--- config.mk ---
export PLATFORM = sky130hd
export DESIGN_NAME = printable_string_scanner_core_flat
export DESIGN_NICKNAME = d
export VERILOG_FILES = /design/src/hw/rtl/pss_pkg.sv /design/src/hw/rtl/pss_if.sv /design/src/hw/rtl/printable_string_scanner_core.sv /design/src/flat_wrapper.sv
export VERILOG_INCLUDE_DIRS = /design/src /design/src/hw/rtl
export SDC_FILE = /design/constraint.sdc
export NUM_CORES = 1
export LEC_CHECK = 0
export BUFFER_PORTS_ARGS = -buffer_cell sky130_fd_sc_hd__buf_2
export CAP_MARGIN = 20
export CORE_ASPECT_RATIO = 0.9
export CORE_MARGIN = 2
export CORE_UTILIZATION = 25
export CTS_CLUSTER_SIZE = 24
export DETAILED_ROUTE_END_ITERATION = 16
export HOLD_SLACK_MARGIN = 0.03
export PLACE_DENSITY = 0.43
export RECOVER_POWER = 100
export REMOVE_ABC_BUFFERS = 1
export SKIP_LAST_GASP = 1
export SYNTH_ARGS = -nofsm -noshare
export SYNTH_HDL_FRONTEND = slang
export SYNTH_SLANG_ARGS = --single-unit
--- constraint.sdc ---
create_clock -name clk -period 16.7 [get_ports clk]
set_clock_uncertainty 0.1 [all_clocks]
set_input_delay 0.835 -clock clk [delete_from_list [all_inputs] [get_ports clk]]
set_output_delay 0.835 -clock clk [all_outputs]
set_load 0.05 [all_outputs]
--- src/hw/rtl/printable_string_scanner_core_defines.svh ---
// ----------------------------------------------------------------------------
// printable string scanner assertion macros
// shared assertion helpers, active in simulation and empty for synthesis
// ----------------------------------------------------------------------------
`ifndef PRINTABLE_STRING_SCANNER_CORE_DEFINES_SVH
`define PRINTABLE_STRING_SCANNER_CORE_DEFINES_SVH

`ifndef SYNTHESIS

// property that must hold at every clock edge outside reset
`define PSS_ASSERT(label, prop) \
    label: assert property (@(posedge clk) disable iff (!rst_n) (prop)) \
        else $error("pss assertion failed");

// condition in one cycle implies a condition in the next
`define PSS_ASSERT_NEXT(label, pre, post) \
    label: assert property (@(posedge clk) disable iff (!rst_n) (pre) |=> (post)) \
        else $error("pss assertion failed");

`else

`define PSS_ASSERT(label, prop)
`define PSS_ASSERT_NEXT(label, pre, post)

`endif

`endif

--- src/hw/rtl/pss_pkg.sv ---
// ----------------------------------------------------------------------------
// pss_pkg
// shared types and constants of the printable string scanner
// ----------------------------------------------------------------------------
`default_nettype none

package pss_pkg;

    localparam int BYTE_W    = 8;
    localparam int ADDR_W    = 64;
    localparam int CFG_LEN_W = 16;
    localparam int LEN_W     = CFG_LEN_W + 1;

    typedef logic [BYTE_W-1:0]    byte_t;
    typedef logic [ADDR_W-1:0]    addr_t;
    typedef logic [CFG_LEN_W-1:0] cfg_len_t;
    typedef logic [LEN_W-1:0]     len_t;

    // configuration register indexes
    typedef enum logic [0:0] {
        REG_MIN_LENGTH = 1'b0,
        REG_MAX_LENGTH = 1'b1
    } cfg_reg_t;

    localparam cfg_len_t MIN_LENGTH_RESET = 16'd3;
    localparam cfg_len_t MAX_LENGTH_RESET = 16'd255;

    // outcome of judging one byte
    typedef struct packed {
        len_t run;
        logic wide;
        logic hit;
        len_t len;
        logic hit_wide;
    } judge_t;

endpackage

`default_nettype wire

--- src/hw/rtl/pss_if.sv ---
// ----------------------------------------------------------------------------
// pss channel interfaces
// byte request, hit result and configuration write channels
// ----------------------------------------------------------------------------
`default_nettype none

// byte request channel
interface pss_scan_if;
    import pss_pkg::*;
    logic  valid;
    logic  ready;
    byte_t data_byte;
    addr_t byte_address;
    logic  last_in_buffer;

    modport source (output valid, output data_byte, output byte_address,
                    output last_in_buffer, input ready);
    modport sink   (input valid, input data_byte, input byte_address,
                    input last_in_buffer, output ready);
endinterface

// hit result channel
interface pss_hit_if;
    import pss_pkg::*;
    logic  valid;
    logic  ready;
    addr_t hit_address;
    len_t  hit_length;
    logic  wide_hit;

    modport source (output valid, output hit_address, output hit_length,
                    output wide_hit, input ready);
    modport sink   (input valid, input hit_address, input hit_length,
                    input wide_hit, output ready);
endinterface

// configuration write channel
interface pss_cfg_if;
    import pss_pkg::*;
    logic     valid;
    logic     ready;
    cfg_reg_t index;
    cfg_len_t data;

    modport source (output valid, output index, output data, input ready);
    modport sink   (input valid, input index, input data, output ready);
endinterface

`default_nettype wire

--- src/hw/rtl/printable_string_scanner_core.sv ---
// ----------------------------------------------------------------------------
// printable_string_scanner_core
// finds runs of printable bytes in a byte stream and reports string hits
// ----------------------------------------------------------------------------
// The core takes one byte per clock unless the hit channel stalls it, and
// reports at most one hit per byte: one register stage judges the byte against
// the run counter and the two-byte lookahead line, the second forms the 64-bit
// start address. Back-pressure on the hit channel stalls both stages together.
// min_length and max_length are written through the configuration channel,
// which is always ready; write them only while no bytes are in flight.
`default_nettype none

`include "printable_string_scanner_core_defines.svh"

module printable_string_scanner_core (
    input  wire       clk,
    input  wire       rst_n,
    pss_scan_if.sink  scan,
    pss_hit_if.source hit,
    pss_cfg_if.sink   cfg
);
    import pss_pkg::*;

    // configuration registers
    cfg_len_t min_length_reg;
    cfg_len_t max_length_reg;

    // scan state
    len_t       run_reg,  run_next;
    logic       wide_reg, wide_next;
    logic [1:0] cnt_reg,  cnt_next;
    byte_t      d0_reg, d0_next, d1_reg, d1_next;
    addr_t      da0_reg, da0_next, da1_reg, da1_next;

    // judge stage result
    logic  hv_reg;
    addr_t ha_reg;
    len_t  hl_reg;
    logic  hw_reg;

    // output stage
    logic  ov_reg;
    addr_t oa_reg;
    len_t  ol_reg;
    logic  ow_reg;

    logic   adv;
    logic   accept;
    judge_t j0, j1, j2;
    len_t   run_a;
    logic   wide_a;
    byte_t  e0, e1;
    addr_t  ea0, ea1;
    logic   two;
    logic   h0, h1, h2;
    logic   hit_any;
    addr_t  hit_addr;
    len_t   hit_len;
    logic   hit_wide;
    addr_t  len_ext;
    addr_t  start_addr;

    function automatic logic is_text(byte_t b);
        return ((b >= 8'h20) && (b <= 8'h7e)) || (b == 8'h09);
    endfunction

    // judge one byte against the running count
    function automatic judge_t judge(len_t run, logic wide, byte_t b, logic look,
                                     byte_t n1, byte_t n2, cfg_len_t minl,
                                     cfg_len_t maxl);
        judge_t j;
        len_t   maxx;
        maxx       = {1'b0, maxl};
        j.run      = run;
        j.wide     = wide;
        j.hit      = 1'b0;
        j.len      = run;
        j.hit_wide = wide;
        if (is_text(b))
        begin
            if (run <= maxx)
                j.run = run + len_t'(1);
            else
                j.run = '0;
        end
        else
        begin
            if ((run != '0) && look && (b == 8'h00) && (n1 != 8'h00) && (n2 == 8'h00))
                j.wide = 1'b1;
            j.hit = (run >= {1'b0, minl}) && ((maxl == '0) || (run <= maxx))
                    && (run > len_t'(2));
            j.hit_wide = j.wide;
            j.run      = '0;
            j.wide     = 1'b0;
        end
        return j;
    endfunction

    // handshakes
    assign adv       = !ov_reg || hit.ready;
    assign scan.ready = adv;
    assign accept    = scan.valid && adv;
    assign cfg.ready = 1'b1;

    // delay line and judging of up to three bytes
    always_comb
    begin
        j0 = judge(run_reg, wide_reg, d0_reg, 1'b1, d1_reg, scan.data_byte,
                   min_length_reg, max_length_reg);
        if (cnt_reg == 2'd2)
        begin
            run_a  = j0.run;
            wide_a = j0.wide;
            e0     = d1_reg;
            ea0    = da1_reg;
            two    = 1'b1;
        end
        else if (cnt_reg == 2'd1)
        begin
            run_a  = run_reg;
            wide_a = wide_reg;
            e0     = d0_reg;
            ea0    = da0_reg;
            two    = 1'b1;
        end
        else
        begin
            run_a  = run_reg;
            wide_a = wide_reg;
            e0     = scan.data_byte;
            ea0    = scan.byte_address;
            two    = 1'b0;
        end
        e1  = scan.data_byte;
        ea1 = scan.byte_address;

        j1 = judge(run_a, wide_a, e0, 1'b0, 8'h00, 8'h00,
                   min_length_reg, max_length_reg);
        j2 = judge(j1.run, j1.wide, e1, 1'b0, 8'h00, 8'h00,
                   min_length_reg, max_length_reg);

        // first hit of the step wins
        h0 = (cnt_reg == 2'd2) && j0.hit;
        h1 = scan.last_in_buffer && j1.hit;
        h2 = scan.last_in_buffer && two && j2.hit;
        hit_any = h0 || h1 || h2;
        if (h0)
        begin
            hit_addr = da0_reg;
            hit_len  = j0.len;
            hit_wide = j0.hit_wide;
        end
        else if (h1)
        begin
            hit_addr = ea0;
            hit_len  = j1.len;
            hit_wide = j1.hit_wide;
        end
        else
        begin
            hit_addr = ea1;
            hit_len  = j2.len;
            hit_wide = j2.hit_wide;
        end

        // next state, cleared at buffer end
        d0_next  = e0;
        d1_next  = e1;
        da0_next = ea0;
        da1_next = ea1;
        if (scan.last_in_buffer)
        begin
            run_next  = '0;
            wide_next = 1'b0;
            cnt_next  = 2'd0;
        end
        else
        begin
            run_next  = run_a;
            wide_next = wide_a;
            cnt_next  = two ? 2'd2 : 2'd1;
        end
    end

    // start address of the hit
    assign len_ext    = addr_t'(hl_reg);
    assign start_addr = hw_reg ? (ha_reg - (len_ext << 1) + addr_t'(1))
                               : (ha_reg - len_ext);

    // configuration registers
    always_ff @(posedge clk or negedge rst_n)
    begin
        if (!rst_n)
        begin
            min_length_reg <= MIN_LENGTH_RESET;
            max_length_reg <= MAX_LENGTH_RESET;
        end
        else if (cfg.valid)
        begin
            case (cfg.index)
                REG_MIN_LENGTH: min_length_reg <= cfg.data;
                REG_MAX_LENGTH: max_length_reg <= cfg.data;
                default:        min_length_reg <= min_length_reg;
            endcase
        end
    end

    // scan state and control of both stages
    always_ff @(posedge clk or negedge rst_n)
    begin
        if (!rst_n)
        begin
            run_reg  <= '0;
            wide_reg <= 1'b0;
            cnt_reg  <= 2'd0;
            hv_reg   <= 1'b0;
            ov_reg   <= 1'b0;
        end
        else
        begin
            if (accept)
            begin
                run_reg  <= run_next;
                wide_reg <= wide_next;
                cnt_reg  <= cnt_next;
            end
            if (adv)
            begin
                hv_reg <= accept && hit_any;
                ov_reg <= hv_reg;
            end
        end
    end

    // payload registers
    always_ff @(posedge clk)
    begin
        if (accept)
        begin
            d0_reg  <= d0_next;
            d1_reg  <= d1_next;
            da0_reg <= da0_next;
            da1_reg <= da1_next;
        end
        if (adv)
        begin
            ha_reg <= hit_addr;
            hl_reg <= hit_len;
            hw_reg <= hit_wide;
            oa_reg <= start_addr;
            ol_reg <= hl_reg;
            ow_reg <= hw_reg;
        end
    end

    // result channel
    assign hit.valid       = ov_reg;
    assign hit.hit_address = oa_reg;
    assign hit.hit_length  = ol_reg;
    assign hit.wide_hit    = ow_reg;

    // checks
    `PSS_ASSERT(a_cnt_range, cnt_reg != 2'd3)
    `PSS_ASSERT_NEXT(a_buffer_end_clears, accept && scan.last_in_buffer,
                     (run_reg == '0) && (cnt_reg == 2'd0) && !wide_reg)
    `PSS_ASSERT_NEXT(a_judge_holds, hv_reg && !adv, hv_reg)
    `PSS_ASSERT(a_hit_length, !ov_reg || (ol_reg > len_t'(2)))

endmodule

`default_nettype wire

--- src/flat_wrapper.sv ---
// flat-port wrapper written by rule: the top's interface ports become plain ports
module printable_string_scanner_core_flat import pss_pkg::*;
  (clk, rst_n, scan_valid, scan_data_byte, scan_byte_address, scan_last_in_buffer, scan_ready, hit_valid, hit_hit_address, hit_hit_length, hit_wide_hit, hit_ready, cfg_valid, cfg_index, cfg_data, cfg_ready);
  pss_scan_if scan_i ();
  pss_hit_if hit_i ();
  pss_cfg_if cfg_i ();
  input  wire clk;
  input  wire rst_n;
  input wire logic [$bits(scan_i.valid)-1:0] scan_valid;
  input wire logic [$bits(scan_i.data_byte)-1:0] scan_data_byte;
  input wire logic [$bits(scan_i.byte_address)-1:0] scan_byte_address;
  input wire logic [$bits(scan_i.last_in_buffer)-1:0] scan_last_in_buffer;
  output wire logic [$bits(scan_i.ready)-1:0] scan_ready;
  output wire logic [$bits(hit_i.valid)-1:0] hit_valid;
  output wire logic [$bits(hit_i.hit_address)-1:0] hit_hit_address;
  output wire logic [$bits(hit_i.hit_length)-1:0] hit_hit_length;
  output wire logic [$bits(hit_i.wide_hit)-1:0] hit_wide_hit;
  input wire logic [$bits(hit_i.ready)-1:0] hit_ready;
  input wire logic [$bits(cfg_i.valid)-1:0] cfg_valid;
  input wire logic [$bits(cfg_i.index)-1:0] cfg_index;
  input wire logic [$bits(cfg_i.data)-1:0] cfg_data;
  output wire logic [$bits(cfg_i.ready)-1:0] cfg_ready;
  assign scan_i.valid = scan_valid;
  assign scan_i.data_byte = scan_data_byte;
  assign scan_i.byte_address = scan_byte_address;
  assign scan_i.last_in_buffer = scan_last_in_buffer;
  assign scan_ready = scan_i.ready;
  assign hit_valid = hit_i.valid;
  assign hit_hit_address = hit_i.hit_address;
  assign hit_hit_length = hit_i.hit_length;
  assign hit_wide_hit = hit_i.wide_hit;
  assign hit_i.ready = hit_ready;
  assign cfg_i.valid = cfg_valid;
  assign cfg_i.index = cfg_index;
  assign cfg_i.data = cfg_data;
  assign cfg_ready = cfg_i.ready;
  printable_string_scanner_core u_core (.clk(clk), .rst_n(rst_n), .scan(scan_i), .hit(hit_i), .cfg(cfg_i));
endmodule
==> key figures, run 1 <==
Run status
  – Status: finished with violations
  – Violated checks: capacitance limit, slew limit

CTS
  – Worst-path clk slew: 60 ps
  – Root Driver: clkbuf_16
  – CTS H-tree depth: 2
  – Clock Tree Buf Depth: 3
  – Post-CTS sizing: 0
  – Post-CTS Hold Buffers: 0
  – Worst skew pair latency: 610 ps
  – CTS Buf Count: 47
  – Setup Fix Bufs, Post-CTS: 0
  – CTS Sinks: 362
  – CTS tree: yes

Routing
  – Avg WL per Cell: 20.4 microns
  – Via/cell ratio: 4.88
  – Pre-antenna DRT Iters: 6
  – Total routed wirelength: 80.0 mm
  – Routed Antenna Nets: 0
  – Vias: 19100
  – First DRT Iteration DRCs: 1205
  – DRC viols: 0

Yosys
  – Post-synth EDFFs: 308
  – Top_reg_cell synth: edfxtp_1
  – Unique masters post-synth: 86
  – Ranking of synthesized cells by area: edfxtp_1, ha_1, mux2i_1, o21ai_0, dfrtp_1
  – Async SR Flop Fraction: 14.9%
  – Yosys reg bits: 362
  – Area leader, netlist: edfxtp_1
  – Sequential area share after synthesis: 43.4%
  – Cell Area, Synth: 24500 sq um
  – Mapped Cells: 2451
  – Top-area cell type share of the netlist area: 37.8%
  – Syn_area_per_cell: 9.98 sq um
  – Yosys Warn Count: 0

Global route
  – Initial antenna violation count: 11
  – Largest net degree at the start of global routing: 97
  – Vias in the first global route: 19200
  – Global route total overflow: 0
  – First-pass GRT wire length: 120 mm
  – GRT Util Overall: 15.6%

Timing
  – Achievable clock frequency: 0.0995 GHz
  – RSZ-0062 raised after global routing: false
  – Slew Limit Fails: 749
  – Final number of setup-violating endpoints: 0
  – Fin Setup TNS: 0 ps
  – Worst slew pin tran: 4370 ps
  – Final period utilization: 60.2%
  – Rel. slew slack: -191%
  – Hold Vio Cnt, Final: 0
  – Min cycle time layout: 10050 ps

Setup path
  – Worst setup EP type: flop
  – Crit-path max cell delay: 1790 ps
  – CP startpoint kind: flop
  – Arrival time at the worst endpoint: 10430 ps
  – Critical path peak fanout: 53
  – CP Launch Point: u_core.cnt_reg[0]$_DFFE_PN0P_
  – Worst Path Required: 17080 ps
  – Crit-path slowest cell: clkbuf_1
  – CP top delay family: compound AO/OA/AOI/OAI gates
  – Worst reg2reg path depth: 26
  – Critical path type: flop to flop
  – Buf/Inv on CP: 3
  – Worst R2R End: u_core.hv_reg$_DFFE_PN0N_
  – Reg2reg setup slack: 6650 ps
  – Worst reg2reg startpoint: u_core.cnt_reg[0]$_DFFE_PN0P_

Floorplan
  – Die X: 334 microns
  – Initial Utilization: 25.3%
  – I/O Pins: 180
  – Die Y: 301 microns
  – Full die area: 100000 sq um
  – Core Area: 96800 sq um
  – # rows: 108

Hold path
  – HP Class: input port to flop
  – Startpoint of the worst hold path: cfg_data[9]
  – Hold path depth: 3
  – Hold Path End: u_core.min_length_reg[9]$_DFFE_PN0P_

Finish
  – Fillers: 10200
  – Register area: 10600 sq um
  – Layout cells sized above 1: 6.07%
  – Commonest non-fill, non-tap cell in the layout: edfxtp_1
  – Final cell count without fillers: 3921
  – Fin nets: 2955
  – Area Growth Syn to Fin: 15.2%
  – Most frequent cells in the layout: edfxtp_1, nand2_1, o21ai_0, ha_1, clkbuf_1
  – Footprint of the multi-input gates: 12800 sq um

Power and ir drop
  – Worst vdd ir: 0.0000613 V
  – Pwr dens: 102 nW/um^2
  – LEAKAGE: 10.7 nW

Placement
  – Placed Cells incl. Taps: 3831
  – DP HPWL: 59.5 mm
  – Placer Congestion: 0.874
  – # port buffers: 178

Run
  – MaxCap Viol Count: 14
cells by family after synthesis:
kind of cell | Yosys count | synth area share (%)
buffers and inverters | 259 | 4.08
XOR/XNOR | 140 | 5.01
AND/OR/NAND/NOR | 692 | 13.4
other | 1 | 0.0153
AO/OA/AOI/OAI | 587 | 14.6
adder cells (fa/ha/maj) | 245 | 12.6
multiplexers | 165 | 6.91
flip-flops | 362 | 43.4
cell type report:
type	instances	share of cell area, %
sequential	362	37.7
inverter	168	2.24
antenna	2	0.0178
tap	1265	5.62
multi-input combinational	1830	45.6
clock buffer	58	4.36
clock inverter	30	1.46
timing repair buffer	206	3.02
cells in the mapped netlist, drive strengths merged (24+ instances only):
| library cell | count |
|---|---|
| a21o | 30 |
| a21oi | 131 |
| buf | 27 |
| clkbuf | 64 |
| dfrtp | 44 |
| edfxtp | 308 |
| ha | 243 |
| inv | 165 |
| mux2i | 145 |
| nand2 | 261 |
| nand3 | 57 |
| nand4 | 35 |
| nor2 | 160 |
| nor2b | 25 |
| nor3 | 30 |
| nor4 | 24 |
| o21ai | 252 |
| o21bai | 27 |
| xnor2 | 107 |
| xor2 | 33 |
tightest hold or removal path: cells and delay by family:
family / cells / cell delay (ps)
buf+inv: 1 / 90
compound gates: 1 / 50
simple gates: 1 / 40
per-stage QoR:
stage               area (sq um)  utilization (%)  hold slack (ps)  power [mW]  setup WS [ps]
finish                     28200             29.1              356        2.87           6650
global route               28200             29.1              345        3.03           5710
CTS                        28500             29.4              281        2.92           9270
detailed placement         26800             27.7              353        1.81           9300
global placement           26800             27.7              335        1.79           9270
floorplan                  24100                -              326        1.61           4910
worst max-delay path by stage:
stage                                            end  slack [ps]  depth (start not counted)
after detailed placement   u_core.hv_reg$_DFFE_PN0N_        9300                         28
after global placement     u_core.hv_reg$_DFFE_PN0N_        9270                         28
final                      u_core.hv_reg$_DFFE_PN0N_        6650                         26
after floorplan           u_core.ha_reg[0]$_DFFE_PN_        4910                         18
after CTS                  u_core.hv_reg$_DFFE_PN0N_        9270                         28
after global routing       u_core.hv_reg$_DFFE_PN0N_        5710                         26
power breakdown:
part / leakage (nW) / switching (mW) / internal [mW]
registers: 3.89 / 0.0500 / 1.10
logic: 6.00 / 0.415 / 0.220
clock network: 0.794 / 0.429 / 0.655
total: 10.7 / 0.894 / 1.98
metal layers:
metal	track usage, %	vias up	share of wire, %
met5	0	-	0.086
met4	3.55	10	1.8
met3	2.98	88	5.3
met2	25.2	424	45
met1	21.6	9320	47
li1	-	9281	-
No activity file was read; power rests on OpenSTA's default activity.
==> inputs of run 2 (changes only) <==
--- a/config.mk
+++ b/config.mk
@@ -6,6 +6,7 @@
 export SDC_FILE = /design/constraint.sdc
 export NUM_CORES = 1
 export LEC_CHECK = 0
+export ABC_AREA = 1
 export BUFFER_PORTS_ARGS = -buffer_cell sky130_fd_sc_hd__buf_2
 export CAP_MARGIN = 20
 export CORE_ASPECT_RATIO = 0.9
@@ -14,7 +15,7 @@
 export CTS_CLUSTER_SIZE = 24
 export DETAILED_ROUTE_END_ITERATION = 16
 export HOLD_SLACK_MARGIN = 0.03
-export PLACE_DENSITY = 0.43
+export PLACE_DENSITY = 0.44
 export RECOVER_POWER = 100
 export REMOVE_ABC_BUFFERS = 1
 export SKIP_LAST_GASP = 1
==> constraint.sdc (replaced) <==
create_clock -name clk -period 8.3 [get_ports clk]
set_clock_uncertainty 0.1 [all_clocks]
set_input_delay 0.415 -clock clk [delete_from_list [all_inputs] [get_ports clk]]
set_output_delay 0.415 -clock clk [all_outputs]
set_load 0.05 [all_outputs]
==> key figures, run 2 <==
Yosys
  – Ranking of synthesized cells by area: edfxtp_1, ha_1, nand2_1, inv_1, a21oi_1
  – Cell Area, Synth: 25900 sq um (+5.7%)
  – Yosys reg bits: 362 (unchanged)
  – Yosys Warn Count: 0 (unchanged)
  – Simple-gate share of the synthesized area: 21.3% (+7.9 points)
  – XOR/XNOR share of the synthesized area: 1.39% (-3.6 points)
  – Post-synth top cells: nand2_1, inv_1, nor2_1
  – Post-synthesis adder-cell area fraction: 11.9% (-0.68 points)
  – Main combinational cell family by area after synthesis: simple AND/OR/NAND/NOR gates
  – Syn_area_per_cell: 7.94 sq um (-20%)
  – Top-count cell post-synth: nand2_1
  – Multiplexer share of the synthesized area: 0% (-6.9 points)
  – Async SR Flop Fraction: 14.9% (unchanged)
  – Top_reg_cell synth: edfxtp_1
  – Mapped Cells: 3256 (+33%)
  – Sequential area share after synthesis: 41.0% (-2.4 points)
  – Post-synthesis compound-gate area fraction: 15.9% (+1.3 points)
  – Top-area cell type share of the netlist area: 35.8% (-2.1 points)
  – Post-synth EDFFs: 308 (unchanged)
  – Unique masters post-synth: 66 (-23%)
  – Area leader, netlist: edfxtp_1

Finish
  – # diodes: 0 (-2)
  – Footprint of the multi-input gates: 13100 sq um (+1.7%)
  – Layout cells sized above 1: 5.17% (-0.90 points)
  – Area Growth Syn to Fin: 17.7%
  – Fin nets: 3841 (+30%)
  – Fillers: 11200 (+9.2%)
  – Most frequent cells in the layout: nand2_1, inv_1, nor2_1, a21oi_1, edfxtp_1
  – Commonest non-fill, non-tap cell in the layout: nand2_1
  – Register area: 10600 sq um (unchanged)

Timing
  – Worst slew pin tran: 3690 ps (-680 ps)
  – Slew Limit Fails: 626 (-16%)
  – Final worst slack: 1220 ps (-5430 ps)
  – Fin Setup TNS: 0 ps (unchanged)
  – RSZ-0062 raised after global routing: false
  – Min cycle time layout: 7080 ps (-2970 ps)
  – Hold Vio Cnt, Final: 0 (unchanged)
  – Final number of setup-violating endpoints: 0 (unchanged)
  – Rel. slew slack: -146% (+45 points)
  – Achievable clock frequency: 0.141 GHz (+42%)
  – WHS: 170 ps (-186 ps)
  – Final period utilization: 85.3% (+25 points)

Setup path
  – Worst Path Required: 8750 ps (-8330 ps)
  – Critical path peak fanout: 28 (-47%)
  – Critical path's most frequent cell: nand2_1
  – Crit-path max cell delay: 1190 ps (-600 ps)
  – Arrival time at the worst endpoint: 7530 ps (-2900 ps)
  – Crit-path slowest cell: nor2_1
  – Critical path type: flop to flop
  – CP startpoint kind: flop
  – Worst setup EP type: flop

Power and ir drop
  – LEAKAGE: 13.3 nW (+24%)
  – Power share of the clock group: 33.4% (-4.3 points)
  – Reg power frac: 38.6% (-1.5 points)
  – Pwr dens: 207 nW/um^2 (+100%)
  – P_sw: 2.24 mW (+150%)
  – Comb power frac: 28.0% (+5.9 points)
  – Worst vdd ir: 0.000153 V (+150%)
  – Net Sw Frac: 35.6% (+4.5 points)
  – P_int: 4.05 mW (+100%)

CTS
  – CTS Sinks: 362 (unchanged)
  – Clock Tree Buf Depth: 3 (unchanged)
  – Worst-path clk slew: 60 ps (about the same)
  – Root Driver: clkbuf_16
  – Setup Fix Bufs, Post-CTS: 0 (unchanged)
  – CTS tree: yes
  – CTS Buf Count: 46 (-2.1%)
  – CTS H-tree depth: 2 (unchanged)
  – Worst skew pair latency: 620 ps (about the same)

Routing
  – Vias: 22800 (+19%)
  – Via/cell ratio: 4.65 (-4.7%)
  – Routed Antenna Nets: 0 (unchanged)
  – First DRT Iteration DRCs: 1630 (+35%)
  – Pre-antenna DRT Iters: 5 (-1)
  – Total routed wirelength: 92.7 mm (+16%)
  – Avg WL per Cell: 18.9 microns (-7.2%)
  – DRC viols: 0 (unchanged)

Global route
  – GRT Util Overall: 17.1% (+1.5 points)
  – Largest net degree at the start of global routing: 74 (-24%)
  – GRT met2 Usage: 25.9% (+0.69 points)
  – Met3 usage: 2.57% (-0.40 points)
  – First-pass GRT wire length: 137 mm (+14%)
  – Global route total overflow: 0 (unchanged)
  – Initial antenna violation count: 8 (-3)
  – Gr busiest metal: met2
  – GR Util met1: 25.3% (+3.7 points)
  – Vias in the first global route: 22100 (+15%)

Run
  – MaxCap Viol Count: 12 (-2)

Floorplan
  – # rows: 111 (+2.8%)
  – Die Y: 309 microns (+2.8%)
  – Initial Utilization: 25.3% (about the same)
  – Core Area: 102000 sq um (+5.6%)
  – I/O Pins: 180 (unchanged)
  – Full die area: 106000 sq um (+5.7%)
  – Die X: 343 microns (+2.8%)

Run status
  – Status: finished with violations
  – Violated checks: capacitance limit, slew limit

Placement
  – Placer Congestion: 0.914 (+4.6%)
  – Pre-CTS setup slack: 1900 ps (-7400 ps)
  – DP HPWL: 70.7 mm (+19%)
  – # port buffers: 178 (unchanged)

Hold path
  – HP Class: input port to flop
==> run 2: repair_timing <==
item | CTS | global route
hold endpoints to repair | 149 | 0
hold buffers | 90 | 0
gates resized for setup | 0 | 0
==> run 2: power groups by stage <==
stage,sequential [mW],clock (mW),combinational (mW)
5_1_grt,2.46,2.24,1.97
4_1_cts,2.43,2.18,1.79
3_5_place_dp,2.46,0,1.75
6_report,2.43,2.10,1.76
3_3_place_gp,2.46,0,1.75
2_1_floorplan,2.63,0,0.986
==> run 2: worst max-delay path, delay by kind of cell (launching register included) <==
kind | cells | cell delay (ps)
and+or+nand+nor | 21 | 3450
AOI/OAI and AO/OA | 7 | 1290
adders and majority gates | 3 | 900
buffers and inverters | 3 | 830
DFF | 1 | 390
==> run 2: final timing paths <==
path                            slack, ps                              endpoint                     startpoint  cells past startpoint
worst max-delay path                 1220             u_core.hv_reg$_DFFE_PN0N_  u_core.cnt_reg[0]$_DFFE_PN0P_                     34
worst min-delay path                  170         u_core.run_reg[2]$_DFFE_PN0P_                     scan_valid                      4
min in group asynchronous            1390  u_core.min_length_reg[4]$_DFFE_PN0P_                          rst_n                      3
worst min register to register        360    u_core.hit.hit_length[2]$_DFFE_PN_     u_core.hl_reg[2]$_DFFE_PN_                      0
max in group asynchronous            4920        u_core.run_reg[13]$_DFFE_PN0P_                          rst_n                      3
worst max register to register       1220             u_core.hv_reg$_DFFE_PN0N_  u_core.cnt_reg[0]$_DFFE_PN0P_                     34
==> run 2: kinds of logic after synthesis <==
kind of cell / after synthesis
flops: 362
fa+ha+maj: 245
simple gates: 1294
buf+inv: 568
xor+xnor: 41
compound gates: 745
other cells: 1
==> run 2: area by class of cell <==
type	count	area share [%]
clock buffer	60	4.15
sequential	362	34.8
inverter	476	5.88
tap	1356	5.57
timing repair buffer	289	5.65
multi-input combinational	2326	42.9
clock inverter	26	1.01
==> run 2: metal layers <==
layer / share of wire [%] / vias up
li1: - / 11500
met5: 0.096 / -
met4: 2.4 / 14
met1: 50 / 10600
met3: 4.9 / 116
met2: 42 / 548
==> run 2: through the flow <==
step / cells / util (%) / instance area (sq um) / power (mW)
detailed placement: 4719 / 27.6 / 28200 / 4.21
floorplan: 3164 / - / 25400 / 3.61
CTS: 4895 / 30.1 / 30700 / 6.39
global route: 4895 / 29.8 / 30500 / 6.68
global placement: 4719 / 27.6 / 28200 / 4.21
finish: 4895 / 29.8 / 30500 / 6.29
